[src/lpn_pkg.sv]
// Shared types and constants for the length-prefixed NAL to Annex B converter.
// Used by lpn_front, lpn_queue, lpn_back and the top level.
package lpn_pkg;

    localparam int QueueDepth = 4;
    localparam int ScLongLen  = 4;
    localparam int ScShortLen = 3;
    localparam logic [1:0] LengthSizeReset = 2'd3;

    typedef struct packed {
        logic [7:0]  in_byte;
        logic        sample_start;
        logic [31:0] sample_len;
    } in_item_t;

    typedef struct packed {
        logic [7:0] out_byte;
        logic       byte_valid;
        logic       last_of_run;
        logic       sample_end;
        logic       sample_mismatch;
    } out_item_t;

    typedef enum logic [1:0] {
        CMD_DATA     = 2'd0,
        CMD_SC_LONG  = 2'd1,
        CMD_SC_SHORT = 2'd2,
        CMD_STATUS   = 2'd3
    } cmd_kind_t;

    // One classified input item: what the back end must emit for it.
    typedef struct packed {
        cmd_kind_t  kind;
        logic [7:0] data;
        logic       sample_end;
        logic       mismatch;
    } cmd_t;

    typedef struct packed {
        logic valid;
        cmd_t cmd;
    } cmd_xfer_t;

endpackage

[src/length_prefixed_nal_to_annexb.sv]
// Length-prefixed NAL to Annex B converter, top level.
// Takes one sample byte per transfer on the item channel (valid/ready) and
// gives Annex B bytes on the result channel (valid/ready). Each byte carries
// sample_start and, with it, sample_len. Length prefixes of 1 to 4 bytes
// (cfg_data = bytes minus one) become 00 00 00 01 for the first NAL unit of a
// sample and 00 00 01 after that; payload bytes pass through unchanged.
// The last result of a sample carries sample_end, and sample_mismatch when the
// sample stops inside a length field or payload.
// With the queue and output register empty, the first result of an item passes
// through the command queue and the output register before it is presented.
// One payload byte per cycle while the receiver keeps up; a prefix byte that
// completes a length becomes four or three result bytes, as the back end has a
// single result port. A four-entry command queue decouples input from output,
// so input keeps flowing while a start code drains and stalls only once it fills.
// A receiver stall holds the output register; the queue fills, then item_ready
// drops. Reset empties the queue and output register and sets the length size
// to four bytes. Write cfg_data only while no item is in flight.
module length_prefixed_nal_to_annexb
    import lpn_pkg::*;
(
    input  logic       clk,
    input  logic       rst_n,
    input  logic       item_valid,
    output logic       item_ready,
    input  in_item_t   item,
    output logic       result_valid,
    input  logic       result_ready,
    output out_item_t  result,
    input  logic       cfg_valid,
    output logic       cfg_ready,
    input  logic [1:0] cfg_data
);

    cmd_xfer_t q_push;
    cmd_xfer_t q_head;
    logic      q_full;
    logic      q_pop;

    lpn_front u_front (
        .clk        (clk),
        .rst_n      (rst_n),
        .item_valid (item_valid),
        .item_ready (item_ready),
        .item       (item),
        .cfg_valid  (cfg_valid),
        .cfg_ready  (cfg_ready),
        .cfg_data   (cfg_data),
        .q_full     (q_full),
        .q_push     (q_push)
    );

    lpn_queue u_queue (
        .clk   (clk),
        .rst_n (rst_n),
        .push  (q_push),
        .full  (q_full),
        .head  (q_head),
        .pop   (q_pop)
    );

    lpn_back u_back (
        .clk          (clk),
        .rst_n        (rst_n),
        .head         (q_head),
        .pop          (q_pop),
        .result_valid (result_valid),
        .result_ready (result_ready),
        .result       (result)
    );

    a_no_push_when_full : assert property (@(posedge clk) disable iff (!rst_n)
        q_push.valid |-> !q_full)
        else $error("command pushed into a full queue");

    a_status_closes_sample : assert property (@(posedge clk) disable iff (!rst_n)
        (result_valid && !result.byte_valid) |-> (result.sample_end && result.last_of_run))
        else $error("status-only result without sample end");

    a_mismatch_on_end : assert property (@(posedge clk) disable iff (!rst_n)
        (result_valid && result.sample_mismatch) |-> result.sample_end)
        else $error("mismatch flagged away from sample end");

    a_pop_needs_head : assert property (@(posedge clk) disable iff (!rst_n)
        q_pop |-> q_head.valid)
        else $error("queue popped while empty");

endmodule

[src/lpn_front.sv]
// Front end: takes input transfers, tracks sample and NAL length state, and
// pushes one command per item that produces results. Depends on lpn_pkg.
module lpn_front
    import lpn_pkg::*;
(
    input  logic       clk,
    input  logic       rst_n,
    input  logic       item_valid,
    output logic       item_ready,
    input  in_item_t   item,
    input  logic       cfg_valid,
    output logic       cfg_ready,
    input  logic [1:0] cfg_data,
    input  logic       q_full,
    output cmd_xfer_t  q_push
);

    logic [1:0]  length_size_minus_one_reg;
    logic        phase_reg, phase_next;
    logic [31:0] length_accum_reg, length_accum_next;
    logic [1:0]  length_seen_reg, length_seen_next;
    logic [31:0] payload_rem_reg, payload_rem_next;
    logic [31:0] sample_rem_reg, sample_rem_next;
    logic        first_nal_reg, first_nal_next;

    logic        accept;
    logic        eff_phase;
    logic [31:0] eff_accum;
    logic [1:0]  eff_seen;
    logic [31:0] eff_payload;
    logic [31:0] eff_sample;
    logic        eff_first;
    logic [31:0] sample_dec;
    logic        ended;
    logic [2:0]  count;
    logic [31:0] accum_shift;
    logic [31:0] payload_dec;
    logic        mis;
    logic        emit;
    cmd_kind_t   kind;

    assign item_ready = !q_full;
    assign cfg_ready  = 1'b1;
    assign accept     = item_valid && item_ready;

    always_comb
    begin
        // a sample start reloads the counters before the byte is classified
        eff_phase   = item.sample_start ? 1'b0  : phase_reg;
        eff_accum   = item.sample_start ? '0    : length_accum_reg;
        eff_seen    = item.sample_start ? '0    : length_seen_reg;
        eff_payload = item.sample_start ? '0    : payload_rem_reg;
        eff_sample  = item.sample_start ? item.sample_len : sample_rem_reg;
        eff_first   = item.sample_start ? 1'b1  : first_nal_reg;

        sample_dec  = eff_sample - 32'd1;
        ended       = (eff_sample == 32'd1);
        count       = {1'b0, eff_seen} + 3'd1;
        accum_shift = {eff_accum[23:0], item.in_byte};
        payload_dec = eff_payload - 32'd1;

        phase_next        = eff_phase;
        length_accum_next = eff_accum;
        length_seen_next  = eff_seen;
        payload_rem_next  = eff_payload;
        sample_rem_next   = eff_sample;
        first_nal_next    = eff_first;
        kind              = CMD_STATUS;
        mis               = 1'b0;
        emit              = 1'b0;

        if (eff_sample != 32'd0)
        begin
            sample_rem_next = sample_dec;
            if (!eff_phase)
            begin
                if (count >= ({1'b0, length_size_minus_one_reg} + 3'd1))
                begin
                    kind              = eff_first ? CMD_SC_LONG : CMD_SC_SHORT;
                    emit              = 1'b1;
                    first_nal_next    = 1'b0;
                    payload_rem_next  = accum_shift;
                    phase_next        = (accum_shift != 32'd0);
                    length_accum_next = '0;
                    length_seen_next  = '0;
                    mis               = (accum_shift != 32'd0);
                end
                else
                begin
                    length_accum_next = accum_shift;
                    length_seen_next  = count[1:0];
                    emit              = ended;
                    mis               = 1'b1;
                end
            end
            else
            begin
                kind             = CMD_DATA;
                emit             = 1'b1;
                payload_rem_next = payload_dec;
                phase_next       = (payload_dec != 32'd0);
                mis              = (payload_dec != 32'd0);
            end

            if (ended)
            begin
                phase_next        = 1'b0;
                length_accum_next = '0;
                length_seen_next  = '0;
                payload_rem_next  = '0;
                first_nal_next    = 1'b1;
            end
        end

        q_push.valid          = accept && emit;
        q_push.cmd.kind       = kind;
        q_push.cmd.data       = item.in_byte;
        q_push.cmd.sample_end = ended;
        q_push.cmd.mismatch   = ended && mis;
    end

    always_ff @(posedge clk or negedge rst_n)
    begin
        if (!rst_n)
        begin
            length_size_minus_one_reg <= LengthSizeReset;
            phase_reg                 <= 1'b0;
            length_accum_reg          <= '0;
            length_seen_reg           <= '0;
            payload_rem_reg           <= '0;
            sample_rem_reg            <= '0;
            first_nal_reg             <= 1'b1;
        end
        else
        begin
            if (cfg_valid && cfg_ready)
            begin
                length_size_minus_one_reg <= cfg_data;
            end
            if (accept)
            begin
                phase_reg        <= phase_next;
                length_accum_reg <= length_accum_next;
                length_seen_reg  <= length_seen_next;
                payload_rem_reg  <= payload_rem_next;
                sample_rem_reg   <= sample_rem_next;
                first_nal_reg    <= first_nal_next;
            end
        end
    end

endmodule

[src/lpn_queue.sv]
// Short command queue between the front and back ends.
// Depends on lpn_pkg for the command type and depth.
module lpn_queue
    import lpn_pkg::*;
(
    input  logic      clk,
    input  logic      rst_n,
    input  cmd_xfer_t push,
    output logic      full,
    output cmd_xfer_t head,
    input  logic      pop
);

    localparam int PtrW   = (QueueDepth > 1) ? $clog2(QueueDepth) : 1;
    localparam int CountW = $clog2(QueueDepth + 1);
    localparam logic [PtrW-1:0]   LastPtr = PtrW'(QueueDepth - 1);
    localparam logic [CountW-1:0] Full    = CountW'(QueueDepth);

    cmd_t            mem [QueueDepth];
    logic [PtrW-1:0]   wr_ptr_reg, wr_ptr_next;
    logic [PtrW-1:0]   rd_ptr_reg, rd_ptr_next;
    logic [CountW-1:0] count_reg, count_next;
    logic              do_push;
    logic              do_pop;

    assign full       = (count_reg == Full);
    assign head.valid = (count_reg != '0);
    assign head.cmd   = mem[rd_ptr_reg];
    assign do_push    = push.valid && !full;
    assign do_pop     = pop && head.valid;

    always_comb
    begin
        wr_ptr_next = wr_ptr_reg;
        rd_ptr_next = rd_ptr_reg;
        count_next  = count_reg;
        if (do_push)
        begin
            wr_ptr_next = (wr_ptr_reg == LastPtr) ? '0 : wr_ptr_reg + 1'b1;
        end
        if (do_pop)
        begin
            rd_ptr_next = (rd_ptr_reg == LastPtr) ? '0 : rd_ptr_reg + 1'b1;
        end
        if (do_push && !do_pop)
        begin
            count_next = count_reg + 1'b1;
        end
        else if (do_pop && !do_push)
        begin
            count_next = count_reg - 1'b1;
        end
    end

    always_ff @(posedge clk)
    begin
        if (do_push)
        begin
            mem[wr_ptr_reg] <= push.cmd;
        end
    end

    always_ff @(posedge clk or negedge rst_n)
    begin
        if (!rst_n)
        begin
            wr_ptr_reg <= '0;
            rd_ptr_reg <= '0;
            count_reg  <= '0;
        end
        else
        begin
            wr_ptr_reg <= wr_ptr_next;
            rd_ptr_reg <= rd_ptr_next;
            count_reg  <= count_next;
        end
    end

endmodule

[src/lpn_back.sv]
// Back end: expands queued commands into result transfers (start codes,
// payload bytes, status) through an output register. Depends on lpn_pkg.
module lpn_back
    import lpn_pkg::*;
(
    input  logic      clk,
    input  logic      rst_n,
    input  cmd_xfer_t head,
    output logic      pop,
    output logic      result_valid,
    input  logic      result_ready,
    output out_item_t result
);

    localparam logic [1:0] LongLast  = 2'(ScLongLen - 1);
    localparam logic [1:0] ShortLast = 2'(ScShortLen - 1);

    logic [1:0] idx_reg, idx_next;
    logic       out_valid_reg, out_valid_next;
    out_item_t  out_reg, out_next;
    logic       run_last;
    logic       load;

    always_comb
    begin
        case (head.cmd.kind)
            CMD_SC_LONG:  run_last = (idx_reg == LongLast);
            CMD_SC_SHORT: run_last = (idx_reg == ShortLast);
            default:      run_last = 1'b1;
        endcase

        out_next.out_byte        = '0;
        out_next.byte_valid      = (head.cmd.kind != CMD_STATUS);
        out_next.last_of_run     = run_last;
        out_next.sample_end      = run_last && head.cmd.sample_end;
        out_next.sample_mismatch = run_last && head.cmd.mismatch;
        case (head.cmd.kind) inside
            CMD_DATA:                  out_next.out_byte = head.cmd.data;
            CMD_SC_LONG, CMD_SC_SHORT: out_next.out_byte = run_last ? 8'd1 : 8'd0;
            default:                   out_next.out_byte = '0;
        endcase

        // refill the output register from a queued command whenever it is empty or being drained
        load = head.valid && (!out_valid_reg || result_ready);
        pop  = load && run_last;

        idx_next = idx_reg;
        if (load)
        begin
            idx_next = run_last ? 2'd0 : idx_reg + 2'd1;
        end

        if (load)
        begin
            out_valid_next = 1'b1;
        end
        else if (result_ready)
        begin
            out_valid_next = 1'b0;
        end
        else
        begin
            out_valid_next = out_valid_reg;
        end
    end

    always_ff @(posedge clk)
    begin
        if (load)
        begin
            out_reg <= out_next;
        end
    end

    always_ff @(posedge clk or negedge rst_n)
    begin
        if (!rst_n)
        begin
            idx_reg       <= '0;
            out_valid_reg <= 1'b0;
        end
        else
        begin
            idx_reg       <= idx_next;
            out_valid_reg <= out_valid_next;
        end
    end

    assign result_valid = out_valid_reg;
    assign result       = out_reg;

endmodule
[config.mk]
export PLATFORM = sky130hd
export DESIGN_NAME = length_prefixed_nal_to_annexb
export DESIGN_NICKNAME = d
export VERILOG_FILES = /design/src/lpn_pkg.sv /design/src/length_prefixed_nal_to_annexb.sv /design/src/lpn_front.sv /design/src/lpn_queue.sv /design/src/lpn_back.sv
export SDC_FILE = /design/constraint.sdc
export NUM_CORES = 1
export LEC_CHECK = 0
export ABC_AREA = 1
export BUFFER_PORTS_ARGS = -buffer_cell sky130_fd_sc_hd__buf_2
export CAP_MARGIN = 30
export CORE_MARGIN = 2
export CORE_UTILIZATION = 45
export CTS_BUF_LIST = sky130_fd_sc_hd__clkbuf_16
export CTS_CLUSTER_SIZE = 30
export DETAILED_ROUTE_END_ITERATION = 6
export SYNTH_ARGS = -nofsm -noshare
export SYNTH_HDL_FRONTEND = slang
export SYNTH_SLANG_ARGS = --single-unit
[constraint.sdc]
create_clock -name clk -period 8.96 [get_ports clk]
set_input_delay 1.344 -clock clk [delete_from_list [all_inputs] [get_ports clk]]
set_output_delay 1.344 -clock clk [all_outputs]
set_load 0.02 [all_outputs]
==> flow_metrics.py <==
metrics = {
    "flow_run": {
        "cap_viol_max_count": 0,
    },
    "power_and_ir_drop": {
        "pwr-share-comb_pct": 47.3,
        "finalPower_w": 0.00375,
        "p_clk_share_pct": 20.4,
        "switching_share_pct": 46.3,
        "intPower_w": 0.00201,
        "p_seq_share_pct": 32.3,
        "power_density_nw_per_um2": 313,
        "p_sw_w": 0.00174,
        "p_leak_nw": 5.60,
        "peakVddDrop_mv": 0.149,
    },
    "layout": {
        "drive_above_1_share_pct": 12.8,
        "fill_cells": 2435,
        "fin_nets": 1577,
        "largest_reg_flops": 48,
        "area_delta_synth_final_pct": 9.87,
        "antennaDiodeCount": 0,
    },
    "grt": {
        "antenna_found_initial": 0,
        "gr-usage-all-layers_pct": 24.7,
        "grt.overflow.total": 0,
        "grt_pass1_wl_microns": 50300,
        "grt_pass1_vias": 9075,
        "grt_max_degree": 70,
    },
    "clocking": {
        "clk_latency_ns": 0.44,
        "clk_pin_slew_worst_paths_ns": 0.08,
        "cts_tree": "yes",
        "numCtsBuffers": 17,
        "htree_num_levels": 4,
        "cts.path.max_buffers": 2,
        "hold_buffers": 0,
        "clock-sinks": 164,
        "cts_setup_buffers": 0,
        "ctsResizeCount": 0,
        "cts-root-buf": "clkbuf_16",
    },
    "critical_path": {
        "critPathRequiredTime_ns": 9.28,
        "worst_setup_path_end_kind": "flop",
        "worstSetupPathType": "input pin to flop",
        "startpoint": "item[32]",
        "path_max_fanout": 55,
        "setup.worst_path.start_class": "input pin",
        "arrival_ns": 5.55,
        "rr_startpoint": "u_front.length_seen_reg[0]",
        "worstSetupEndpoint": "u_queue.count_reg[2]",
        "r2r_end": "u_queue.count_reg[2]",
        "r2r_slack_ns": 4.97,
        "r2r_cells": 17,
    },
    "die": {
        "rows": 57,
        "start_util_pct": 45.3,
        "ios": 63,
        "core_area_sq_um": 24100,
        "die_w_microns": 160,
        "die_area_sq_um": 25500,
        "die_h_microns": 160,
    },
    "synthesis": {
        "synth_compound_area_share_pct": 16.6,
        "netlist_area_sq_um": 10900,
        "synth.net_count": 1548,
        "syn_inst": 1481,
        "synth-simple-area-share_pct": 29.1,
        "avgSynthCellArea_sq_um": 7.37,
        "synth_cell_types": 56,
        "ys_seq_elements": 164,
        "async_reset_ff_share_pct": 63.4,
        "synth_xor_area_share_pct": 2.65,
        "yosys_most_used_dff": "dfrtp_1",
        "synth_top_family_by_area": "simple AND/OR/NAND/NOR gates",
        "yosys-mux-area-fraction_pct": 0.229,
        "synthAdderAreaFrac_pct": 2.25,
        "synth-edff-count": 60,
        "yosysSeqAreaShare_pct": 40.4,
        "yosys_warnings": 0,
    },
    "timing": {
        "hold_viol_final": 0,
        "period_share_pct": 58.4,
        "max_slew_margin_pct": 34.9,
        "final_max_slew_viol_count": 0,
        "worst_pin_slew_ns": 0.973,
        "fin_skew_ns": 0.0155,
        "setup_viol": 0,
        "tns_ns": 0,
        "fin_crit_ns": 5.23,
        "max_freq_mhz": 191,
        "rsz0062_at_grt": "no",
    },
    "drt": {
        "vias": 9903,
        "routed_wl_microns": 31000,
        "post_drt_wl_per_cell_microns": 16.8,
        "viasPerCell": 5.36,
        "drtAntennaViolNets": 0,
        "drtIter0Drc": 906,
        "drcViolationCount": 0,
        "dr.pass1.iters": 5,
    },
    "min_path": {
        "min_path_type": "flop to flop",
    },
    "placed_design": {
        "port_buffers": 61,
        "gp_congestion": 0.948,
        "place_hpwl_microns": 22200,
    },
    "status": {
        "status": "finished clean",
    },
}
## cell usage after synthesis (7+ instances only)
| library cell | count | area, sq um |
|---|---|---|
| nand4_1 | 15 | 93.8 |
| o22ai_1 | 20 | 125 |
| buf_2 | 12 | 60.1 |
| inv_1 | 141 | 529 |
| o211ai_1 | 9 | 67.6 |
| nand2_1 | 379 | 1420 |
| nor2_2 | 12 | 75.1 |
| a21oi_1 | 64 | 320 |
| o21ai_1 | 48 | 240 |
| xnor2_1 | 10 | 87.6 |
| nand2_2 | 15 | 93.8 |
| edfxtp_1 | 60 | 1800 |
| ha_1 | 18 | 225 |
| nor2_1 | 199 | 747 |
| nor3_1 | 11 | 55.1 |
| nor2_4 | 7 | 78.8 |
| dfrtp_1 | 101 | 2530 |
| nand3_1 | 63 | 315 |
| o211ai_2 | 10 | 125 |
| o21ai_0 | 122 | 611 |
| inv_2 | 11 | 41.3 |
| nor4_1 | 7 | 43.8 |
| buf_6 | 14 | 158 |
| clkbuf_1 | 30 | 113 |
| xor2_1 | 23 | 201 |
| a31oi_1 | 10 | 62.6 |
| o21ai_2 | 11 | 96.3 |
## cell families (layout without fill, tap and decap cells)
logic type,count (synthesis),in the layout
AOI/OAI and AO/OA,314,314
xor gates and xnor gates,33,33
adders and majority gates,19,19
buffers and inverters,217,259
DFF,164,164
muxes,2,2
other,1,1
and+or+nand+nor,731,731
## worst min path at each step
stage | start | to | slack, ns | cells after the start
6_report | u_front.sample_rem_reg[10] | u_front.sample_rem_reg[10] | 0.49 | 2
5_1_grt | u_front.sample_rem_reg[9] | u_front.sample_rem_reg[9] | 0.51 | 2
4_1_cts | u_front.sample_rem_reg[10] | u_front.sample_rem_reg[10] | 0.48 | 2
3_5_place_dp | u_front.length_accum_reg[7] | u_front.length_accum_reg[7] | 0.47 | 2
3_3_place_gp | u_front.sample_rem_reg[10] | u_front.sample_rem_reg[10] | 0.46 | 2
2_1_floorplan | u_front.sample_rem_reg[10] | u_front.sample_rem_reg[10] | 0.44 | 2
## cells in the final DEF, fill, tap and decap left out, drive strengths merged
master	n
inv	162
o22a	3
or2	4
nand2	397
o21a	2
and2	1
edfxtp	60
nand3	68
dfrtp	101
a32oi	2
fa	1
o22ai	20
o211ai	19
xnor2	10
o221ai	1
nand3b	2
o31ai	4
o21ai	181
buf	73
conb	1
a31oi	10
nor2	221
a221oi	2
nor3	14
xor2	23
o21bai	2
nand4	16
nor4	7
nor3b	1
a22oi	4
clkinv	7
ha	18
mux2	1
clkbuf	17
a21oi	64
mux2i	1
dfstp	3
## metrics by stage
step           setup slack (ns)  cells  utilization (%)  hold slack, ns  instance area, sq um
3_5_place_dp               3.32   1813             47.0           0.466                 11300
3_3_place_gp               3.48   1810             46.9           0.460                 11300
5_1_grt                    3.43   1847             49.8           0.512                 12000
4_1_cts                    3.77   1845             49.6           0.484                 12000
6_report                   3.73   1847             49.8           0.487                 12000
2_1_floorplan              4.41   1481                -           0.444                 10900
## worst max-delay path, cell delays in order
cell,delay (ns)
buf_2,0.09
buf_4,0.53
nor2_1,0.22
ha_1,0.37
ha_1,0.30
nand2_1,0.06
o21a_1,0.16
nand2_1,0.66
nor2_2,0.24
nand2_1,0.13
nand3_1,0.16
inv_2,0.17
ha_1,0.15
inv_1,0.07
fa_1,0.43
a21oi_1,0.14
o21ai_0,0.12
xor2_1,0.15
## cell type report
type,instances,area [sq um],share of cell area [%]
clock buffers,17,425,3.55
clock inverters,15,189,1.57
inverters,154,581,4.84
multi-input cells,1100,5560,46.3
flip-flops and latches,164,4410,36.7
well taps,324,405,3.38
repair buffers,73,434,3.62
## metal layers
layer  part of all wire [%]  GRT usage (%)
met3                    5.8           3.25
met5                      0              0
met4                   0.85           5.12
met1                     49           37.8
met2                     45           37.7
## power groups by stage
stage               combinational (W)  clock [W]  sequential, W
CTS                           0.00176   0.000777        0.00121
detailed placement            0.00175          0        0.00123
finish                        0.00177   0.000764        0.00121
floorplan                     0.00130          0        0.00123
global placement              0.00173          0        0.00122
global route                  0.00201   0.000809        0.00124
Power figures use the tool's default switching activity.
